**src/design/four_level_page_walker_top_assert.svh**
```systemverilog
// Assertion macros for the page walker.
// All properties are clocked on clk and switched off while rst_n is low.
`ifndef FOUR_LEVEL_PAGE_WALKER_TOP_ASSERT_SVH
`define FOUR_LEVEL_PAGE_WALKER_TOP_ASSERT_SVH

// Consequent must hold in the same cycle as the antecedent.
`define FPLW_ASSERT_NOW(label, ante, cons) \
    label: assert property (@(posedge clk) disable iff (!rst_n) (ante) |-> (cons)) \
        else $error("page walker check failed");

// Consequent must hold in the cycle after the antecedent.
`define FPLW_ASSERT_NEXT(label, ante, cons) \
    label: assert property (@(posedge clk) disable iff (!rst_n) (ante) |=> (cons)) \
        else $error("page walker check failed");

`endif

```
**src/design/fplw_pkg.sv**
```systemverilog
package fplw_pkg;

    localparam int VA_BITS    = 48;
    localparam int PA_BITS    = 52;
    localparam int PAGE_SHIFT = 12;
    localparam int INDEX_BITS = 9;
    localparam int FRAME_W    = PA_BITS - PAGE_SHIFT;

    localparam logic CMD_START    = 1'b0;
    localparam logic CMD_RESPONSE = 1'b1;

    localparam logic KIND_READ = 1'b0;
    localparam logic KIND_DONE = 1'b1;

    localparam logic [1:0] ST_OK          = 2'd0;
    localparam logic [1:0] ST_NOT_PRESENT = 2'd1;
    localparam logic [1:0] ST_NOT_USER    = 2'd2;

    localparam logic [2:0] LEVEL_NONE = 3'd0;
    localparam logic [2:0] LEVEL_LEAF = 3'd1;
    localparam logic [2:0] LEVEL_PD   = 3'd2;
    localparam logic [2:0] LEVEL_PDPT = 3'd3;
    localparam logic [2:0] LEVEL_TOP  = 3'd4;

    localparam int BIT_PRESENT = 0;
    localparam int BIT_USER    = 2;

    typedef logic [VA_BITS-1:0]    va_t;
    typedef logic [PA_BITS-1:0]    pa_t;
    typedef logic [FRAME_W-1:0]    frame_t;
    typedef logic [INDEX_BITS-1:0] index_t;
    typedef logic [63:0]           entry_t;

    // 9-bit table index for a level; anything outside 2..4 is treated as the leaf level
    function automatic index_t va_index(input va_t va, input logic [2:0] level);
        index_t idx;
        case (level)
            LEVEL_TOP:  idx = va[47:39];
            LEVEL_PDPT: idx = va[38:30];
            LEVEL_PD:   idx = va[29:21];
            default:    idx = va[20:12];
        endcase
        return idx;
    endfunction

    // frame base is page aligned, so index times 8 simply fills the low 12 bits
    function automatic pa_t entry_addr(input frame_t frame, input index_t idx);
        return {frame, idx, 3'b000};
    endfunction

endpackage

```
**src/design/fplw_if.sv**
```systemverilog
interface fplw_cmd_if;
    import fplw_pkg::*;

    logic   valid;
    logic   ready;
    logic   command;
    va_t    virt_addr;
    entry_t read_data;

    modport source (output valid, output command, output virt_addr, output read_data,
                    input ready);
    modport sink   (input valid, input command, input virt_addr, input read_data,
                    output ready);
endinterface

interface fplw_rsp_if;
    import fplw_pkg::*;

    logic       valid;
    logic       ready;
    logic       kind;
    pa_t        read_addr;
    pa_t        phys_addr;
    logic [1:0] status;
    logic [2:0] missing_level;

    modport source (output valid, output kind, output read_addr, output phys_addr,
                    output status, output missing_level, input ready);
    modport sink   (input valid, input kind, input read_addr, input phys_addr,
                    input status, input missing_level, output ready);
endinterface

interface fplw_cfg_if;
    import fplw_pkg::*;

    logic valid;
    logic ready;
    pa_t  data;

    modport source (output valid, output data, input ready);
    modport sink   (input valid, input data, output ready);
endinterface

```
**src/design/four_level_page_walker_top.sv**
```systemverilog
// channel | dir | payload                                            | item
// --------+-----+----------------------------------------------------+--------------------------
// cmd     | in  | command, virt_addr, read_data                      | start or table entry
// rsp     | out | kind, read_addr, phys_addr, status, missing_level  | entry read or final result
// cfg     | in  | data (table_root)                                  | root table base
//
// Each cmd item is decoded in the cycle it is accepted; its result (if any) appears on rsp
// from the next cycle, held in a single output register.
// cmd.ready is high whenever that register is empty or being drained: one item per cycle.
// Ignored items (start while walking, entry while idle) are accepted and give no result.
// cfg.ready is always high. rst_n clears the walk state, the root and the output valid.
`include "four_level_page_walker_top_assert.svh"

module four_level_page_walker_top (
    input  logic           clk,
    input  logic           rst_n,
    fplw_cmd_if.sink       cmd,
    fplw_rsp_if.source     rsp,
    fplw_cfg_if.sink       cfg
);
    import fplw_pkg::*;

    pa_t        root_reg;
    logic       busy_reg,  busy_next;
    logic [2:0] level_reg, level_next;
    va_t        va_reg,    va_next;
    frame_t     base_reg,  base_next;

    logic       out_valid_reg;
    logic       kind_reg,    kind_next;
    pa_t        raddr_reg,   raddr_next;
    pa_t        paddr_reg,   paddr_next;
    logic [1:0] status_reg,  status_next;
    logic [2:0] missing_reg, missing_next;

    logic       res_valid;
    logic       accept;
    logic [2:0] level_cur;
    frame_t     entry_frame;

    assign cmd.ready   = !out_valid_reg || rsp.ready;
    assign cfg.ready   = 1'b1;
    assign accept      = cmd.valid && cmd.ready;
    assign entry_frame = cmd.read_data[PA_BITS-1:PAGE_SHIFT];

    // while walking the level is always 1..4; anything else reads as the leaf
    assign level_cur = (level_reg >= LEVEL_LEAF && level_reg <= LEVEL_TOP) ? level_reg
                                                                          : LEVEL_LEAF;

    always_comb
    begin
        busy_next    = busy_reg;
        level_next   = level_reg;
        va_next      = va_reg;
        base_next    = base_reg;
        res_valid    = 1'b0;
        kind_next    = KIND_READ;
        raddr_next   = '0;
        paddr_next   = '0;
        status_next  = ST_OK;
        missing_next = LEVEL_NONE;

        if (cmd.command == CMD_START)
        begin
            if (!busy_reg)
            begin
                va_next    = cmd.virt_addr;
                base_next  = root_reg[PA_BITS-1:PAGE_SHIFT];
                level_next = LEVEL_TOP;
                busy_next  = 1'b1;
                res_valid  = 1'b1;
                raddr_next = entry_addr(root_reg[PA_BITS-1:PAGE_SHIFT],
                                        va_index(cmd.virt_addr, LEVEL_TOP));
            end
        end
        else if (busy_reg)
        begin
            res_valid = 1'b1;
            if (!cmd.read_data[BIT_PRESENT])
            begin
                busy_next    = 1'b0;
                level_next   = LEVEL_NONE;
                kind_next    = KIND_DONE;
                status_next  = ST_NOT_PRESENT;
                missing_next = level_cur;
            end
            else if (level_cur == LEVEL_LEAF)
            begin
                busy_next  = 1'b0;
                level_next = LEVEL_NONE;
                kind_next  = KIND_DONE;
                if (!cmd.read_data[BIT_USER])
                    status_next = ST_NOT_USER;
                else
                    paddr_next = {entry_frame, va_reg[PAGE_SHIFT-1:0]};
            end
            else
            begin
                base_next  = entry_frame;
                level_next = level_cur - 3'd1;
                raddr_next = entry_addr(entry_frame, va_index(va_reg, level_cur - 3'd1));
            end
        end
    end

    always_ff @(posedge clk or negedge rst_n)
    begin
        if (!rst_n)
        begin
            root_reg  <= '0;
            busy_reg  <= 1'b0;
            level_reg <= LEVEL_NONE;
            va_reg    <= '0;
            base_reg  <= '0;
        end
        else
        begin
            if (cfg.valid)
                root_reg <= cfg.data;
            if (accept)
            begin
                busy_reg  <= busy_next;
                level_reg <= level_next;
                va_reg    <= va_next;
                base_reg  <= base_next;
            end
        end
    end

    always_ff @(posedge clk or negedge rst_n)
    begin
        if (!rst_n)
            out_valid_reg <= 1'b0;
        else if (accept && res_valid)
            out_valid_reg <= 1'b1;
        else if (rsp.ready)
            out_valid_reg <= 1'b0;
    end

    always_ff @(posedge clk)
    begin
        if (accept && res_valid)
        begin
            kind_reg    <= kind_next;
            raddr_reg   <= raddr_next;
            paddr_reg   <= paddr_next;
            status_reg  <= status_next;
            missing_reg <= missing_next;
        end
    end

    assign rsp.valid         = out_valid_reg;
    assign rsp.kind          = kind_reg;
    assign rsp.read_addr     = raddr_reg;
    assign rsp.phys_addr     = paddr_reg;
    assign rsp.status        = status_reg;
    assign rsp.missing_level = missing_reg;

    // base_reg tracks the current table frame; it must agree with the last read issued
    `FPLW_ASSERT_NOW(a_level_range, busy_reg, level_reg >= LEVEL_LEAF && level_reg <= LEVEL_TOP)
    `FPLW_ASSERT_NOW(a_idle_level, !busy_reg, level_reg == LEVEL_NONE)
    `FPLW_ASSERT_NEXT(a_start_issues, accept && cmd.command == CMD_START && !busy_reg,
        busy_reg && level_reg == LEVEL_TOP && rsp.valid && rsp.kind == KIND_READ)
    `FPLW_ASSERT_NEXT(a_miss_ends, accept && cmd.command == CMD_RESPONSE && busy_reg &&
        !cmd.read_data[BIT_PRESENT],
        !busy_reg && rsp.valid && rsp.kind == KIND_DONE && rsp.status == ST_NOT_PRESENT)
    `FPLW_ASSERT_NOW(a_read_base, rsp.valid && rsp.kind == KIND_READ && busy_reg,
        rsp.read_addr[PA_BITS-1:PAGE_SHIFT] == base_reg)

endmodule

```
**src/flat_wrapper.sv**
```systemverilog
// flat-port wrapper written by rule: the top's interface ports become plain ports
module four_level_page_walker_top_flat import fplw_pkg::*;
  (clk, rst_n, cmd_valid, cmd_command, cmd_virt_addr, cmd_read_data, cmd_ready, rsp_valid, rsp_kind, rsp_read_addr, rsp_phys_addr, rsp_status, rsp_missing_level, rsp_ready, cfg_valid, cfg_data, cfg_ready);
  fplw_cmd_if cmd_i ();
  fplw_rsp_if rsp_i ();
  fplw_cfg_if cfg_i ();
  input  logic clk;
  input  logic rst_n;
  input wire logic [$bits(cmd_i.valid)-1:0] cmd_valid;
  input wire logic [$bits(cmd_i.command)-1:0] cmd_command;
  input wire logic [$bits(cmd_i.virt_addr)-1:0] cmd_virt_addr;
  input wire logic [$bits(cmd_i.read_data)-1:0] cmd_read_data;
  output wire logic [$bits(cmd_i.ready)-1:0] cmd_ready;
  output wire logic [$bits(rsp_i.valid)-1:0] rsp_valid;
  output wire logic [$bits(rsp_i.kind)-1:0] rsp_kind;
  output wire logic [$bits(rsp_i.read_addr)-1:0] rsp_read_addr;
  output wire logic [$bits(rsp_i.phys_addr)-1:0] rsp_phys_addr;
  output wire logic [$bits(rsp_i.status)-1:0] rsp_status;
  output wire logic [$bits(rsp_i.missing_level)-1:0] rsp_missing_level;
  input wire logic [$bits(rsp_i.ready)-1:0] rsp_ready;
  input wire logic [$bits(cfg_i.valid)-1:0] cfg_valid;
  input wire logic [$bits(cfg_i.data)-1:0] cfg_data;
  output wire logic [$bits(cfg_i.ready)-1:0] cfg_ready;
  assign cmd_i.valid = cmd_valid;
  assign cmd_i.command = cmd_command;
  assign cmd_i.virt_addr = cmd_virt_addr;
  assign cmd_i.read_data = cmd_read_data;
  assign cmd_ready = cmd_i.ready;
  assign rsp_valid = rsp_i.valid;
  assign rsp_kind = rsp_i.kind;
  assign rsp_read_addr = rsp_i.read_addr;
  assign rsp_phys_addr = rsp_i.phys_addr;
  assign rsp_status = rsp_i.status;
  assign rsp_missing_level = rsp_i.missing_level;
  assign rsp_i.ready = rsp_ready;
  assign cfg_i.valid = cfg_valid;
  assign cfg_i.data = cfg_data;
  assign cfg_ready = cfg_i.ready;
  four_level_page_walker_top u_core (.clk(clk), .rst_n(rst_n), .cmd(cmd_i), .rsp(rsp_i), .cfg(cfg_i));
endmodule
```
**config.mk**
```make
export PLATFORM = sky130hd
export DESIGN_NAME = four_level_page_walker_top_flat
export DESIGN_NICKNAME = d
export VERILOG_FILES = /design/src/design/fplw_pkg.sv /design/src/design/fplw_if.sv /design/src/design/four_level_page_walker_top.sv /design/src/flat_wrapper.sv
export VERILOG_INCLUDE_DIRS = /design/src /design/src/design
export SDC_FILE = /design/constraint.sdc
export NUM_CORES = 1
export LEC_CHECK = 0
export ABC_AREA = 1
export BUFFER_PORTS_ARGS = -buffer_cell sky130_fd_sc_hd__buf_2
export CAP_MARGIN = 0
export CORE_ASPECT_RATIO = 0.5
export CORE_MARGIN = 2
export CORE_UTILIZATION = 51
export CTS_CLUSTER_DIAMETER = 100
export DETAILED_ROUTE_END_ITERATION = 7
export PLACE_DENSITY = 0.8
export SLEW_MARGIN = 20
export SYNTH_ARGS = -nofsm -noshare
export SYNTH_HDL_FRONTEND = slang
export SYNTH_SLANG_ARGS = --single-unit
```
**constraint.sdc**
```tcl
create_clock -name clk -period 7.75 [get_ports clk]
set_input_delay 0.775 -clock clk [delete_from_list [all_inputs] [get_ports clk]]
set_output_delay 0.775 -clock clk [all_outputs]
set_load 0.01 [all_outputs]
```
==> results.ini <==
[outcome]
outcome=completed

[floorplanning]
io_pins=283
die_h_um=95.87
start_util_pct=52.38
fp.coreArea_mm2=0.01643
die_x_um=187.7
die_area_mm2=0.01800
rows=33

[timing]
period_minus_slack_ps=3267
rsz0062_at_grt=false
maxSlewHeadroom_pct=42.29
drv_slew=0
setup_viol=0
clock.fmax_mhz=306.1
final.setup.tns_ps=0
fin_crit_sh_pct=42.15
tightestPinTransition_ps=865.7
clock_skew_ps=13.83
hold_viol_final=0

[cts]
cts_resized=0
cts_buffer_depth=2
post-cts-setup-buffers=0
h-tree-depth=4
clk_latency_ps=420
cts_hold_buffers=0
cts.sinks=200
numCtsBuffers=17
clockRootBuffer=clkbuf_16
path_clk_slew_ps=80
cts_tree=yes

[yosys]
synth_top_cell_by_area=edfxtp_1
netlist_top_cells_area=edfxtp_1 (37%), dfrtp_1 (27%), nor2_4 (6.8%)
ys_seq_area_share_pct=64.36
synthesis.area_mm2=0.008608
synth_cell_type_count=28
syn_avg_cell_area_um2=11.70
yosysWarnings=0
syn_inst=736
synth_top_area_share_pct=37.33
ys_seq_elements=200

[global_routing]
grt_max_degree=81
antenna_found_initial=0
gr-usage-met1_pct=26.82
grt_use_total_pct=21.48
grt_overflow=0
grt_use_met3_pct=3.719
grtUsageMet2_pct=38.49
busiest_layer=met2
grt_pass1_wl_mm=29.88
grt_pass1_vias=6093

[critical_path]
worstPathMaxFanout=28
endpoint_kind=flip-flop
criticalPathCategory=reg -> reg
path_buf_inv=3
cp-start-kind=flip-flop
worstPathRequired_ps=7910
cpPeakStageDelay_ps=800
critPathTopFamily=simple AND/OR/NAND/NOR gates
critPathMostFrequentCell=nor2_1
crit_chain=nor2_4, nand2_4, inv_1, nor2_1, nor2_1, inv_1, ha_1, nand3_2, or3b_4, buf_4, nor2_1
critical_path_arrival_ps=3420
cp_slowest_cell=buf_4

[routing]
detail-route-antenna-nets=0
drtIter0Drc=340
firstDrtPassIters=5
wl_mm=19.19
wl_per_cell_um=15.82
vias=6016
route.detailed.drc=0
viasPerCell=4.960

[pwr]
powerDensity_mw_per_mm2=343.6
vdd_ir_drop_max_mv=0.2023
p_leak_nw=4.919

[layout]
nets=1148
drive_gt1_share_pct=37.60
largest_register_ffs=52
syn_to_final_growth_pct=22.15
fin_area_mm2=0.01052

[min_path]
hp-class=in -> async

[place]
hpwl_mm=13.04
portBuffers=244
gp_congestion=0.8416
placed_area_mm2=0.009938

[flow_run]
maxCapViolations=0

[kinds of logic after synthesis]
family                     count (synthesis)  share of synthesized area, %
buffers and inverters                    156                         8.125
other                                      2                       0.08724
and+or+nand+nor                          236                         15.89
adders and majority gates                  7                         1.017
muxes                                     27                         3.532
DFF                                      200                         64.36
AOI/OAI and AO/OA                        108                         6.991
[layout by cell type (no fill, tap or decap), types with 9 or more instances in the layout]
| master | instances |
|---|---|
| buf_2 | 243 |
| inv_1 | 118 |
| edfxtp_1 | 107 |
| nand2_1 | 95 |
| dfrtp_1 | 93 |
| nor2_4 | 53 |
| o21ai_0 | 45 |
| nor2_1 | 42 |
| o22ai_1 | 40 |
| nand3_1 | 27 |
| mux2_2 | 27 |
| a21oi_1 | 21 |
| clkbuf_16 | 17 |
| nand4_1 | 9 |
[cell type report]
cell class / instances / area [um2]
fill: 1331 / 5918
sequential: 200 / 5540
multi-input combinational: 382 / 2391
timing repair buffer: 251 / 1276
inverter: 119 / 446.7
clock buffer: 19 / 432.9
tap: 227 / 284.0
clock inverter: 13 / 138.9
antenna: 2 / 5.005
[where the power goes]
group          leakage [nW]  switching (mW)  internal (mW)
clock network         0.283           0.408          0.457
registers              2.12           0.105           1.45
logic                  2.51           0.791          0.405
[cell usage after synthesis, drive strengths merged]
cell,instances
ha,7
or3b,1
nand2,98
a2bb2oi,1
conb,2
a21oi,21
nor2,95
nand4,9
dfrtp,93
o22ai,40
nand3,30
edfxtp,107
clkbuf,18
nor3,3
inv,119
o21ai,45
buf,19
o211ai,1
mux2,27
[worst paths after layout]
| path | cells past startpoint | slack (ps) | to | from |
|---|---|---|---|---|
| worst max-delay path | 11 | 4480 | u_core.rsp.phys_addr[0] | u_core.level_reg[0] |
| worst min-delay path | 1 | 300 | u_core.va_reg[32] | rst_n |
| worst max register to register | 11 | 4480 | u_core.rsp.phys_addr[0] | u_core.level_reg[0] |
| worst min register to register | 1 | 510 | u_core.va_reg[42] | u_core.va_reg[42] |
| max in group asynchronous | 2 | 6260 | u_core.root_reg[48] | rst_n |
| min in group clk | 1 | 510 | u_core.va_reg[42] | u_core.va_reg[42] |
[routing by layer]
layer	part of all wire, %	wire, um
met1	42	7983
met2	52	9958
met3	4.6	885
met4	1.9	359
met5	0	0
[worst reg2reg max path, delay by kind of cell, from the launching register on]
family | cells | cell delay (ps)
buffers and inverters | 3 | 1020
flip-flops | 1 | 410
adder cells (fa/ha/maj) | 1 | 240
AND/OR/NAND/NOR | 7 | 1330
[through the flow]
step | hold slack [ps] | setup WS (ps) | utilization (%) | std cells | total power [mW]
after CTS | 306.7 | 4481 | 63.96 | 1211 | 3.625
after detailed placement | 495.5 | 4495 | 60.48 | 1179 | 2.759
final | 299.4 | 4483 | 63.99 | 1213 | 3.614
after global placement | 490.3 | 4563 | 60.48 | 1179 | 2.712
after floorplan | 479.4 | 1189 | - | 738 | 2.409
after global routing | 323.9 | 4220 | 63.96 | 1211 | 3.832
Power figures use the tool's default switching activity.
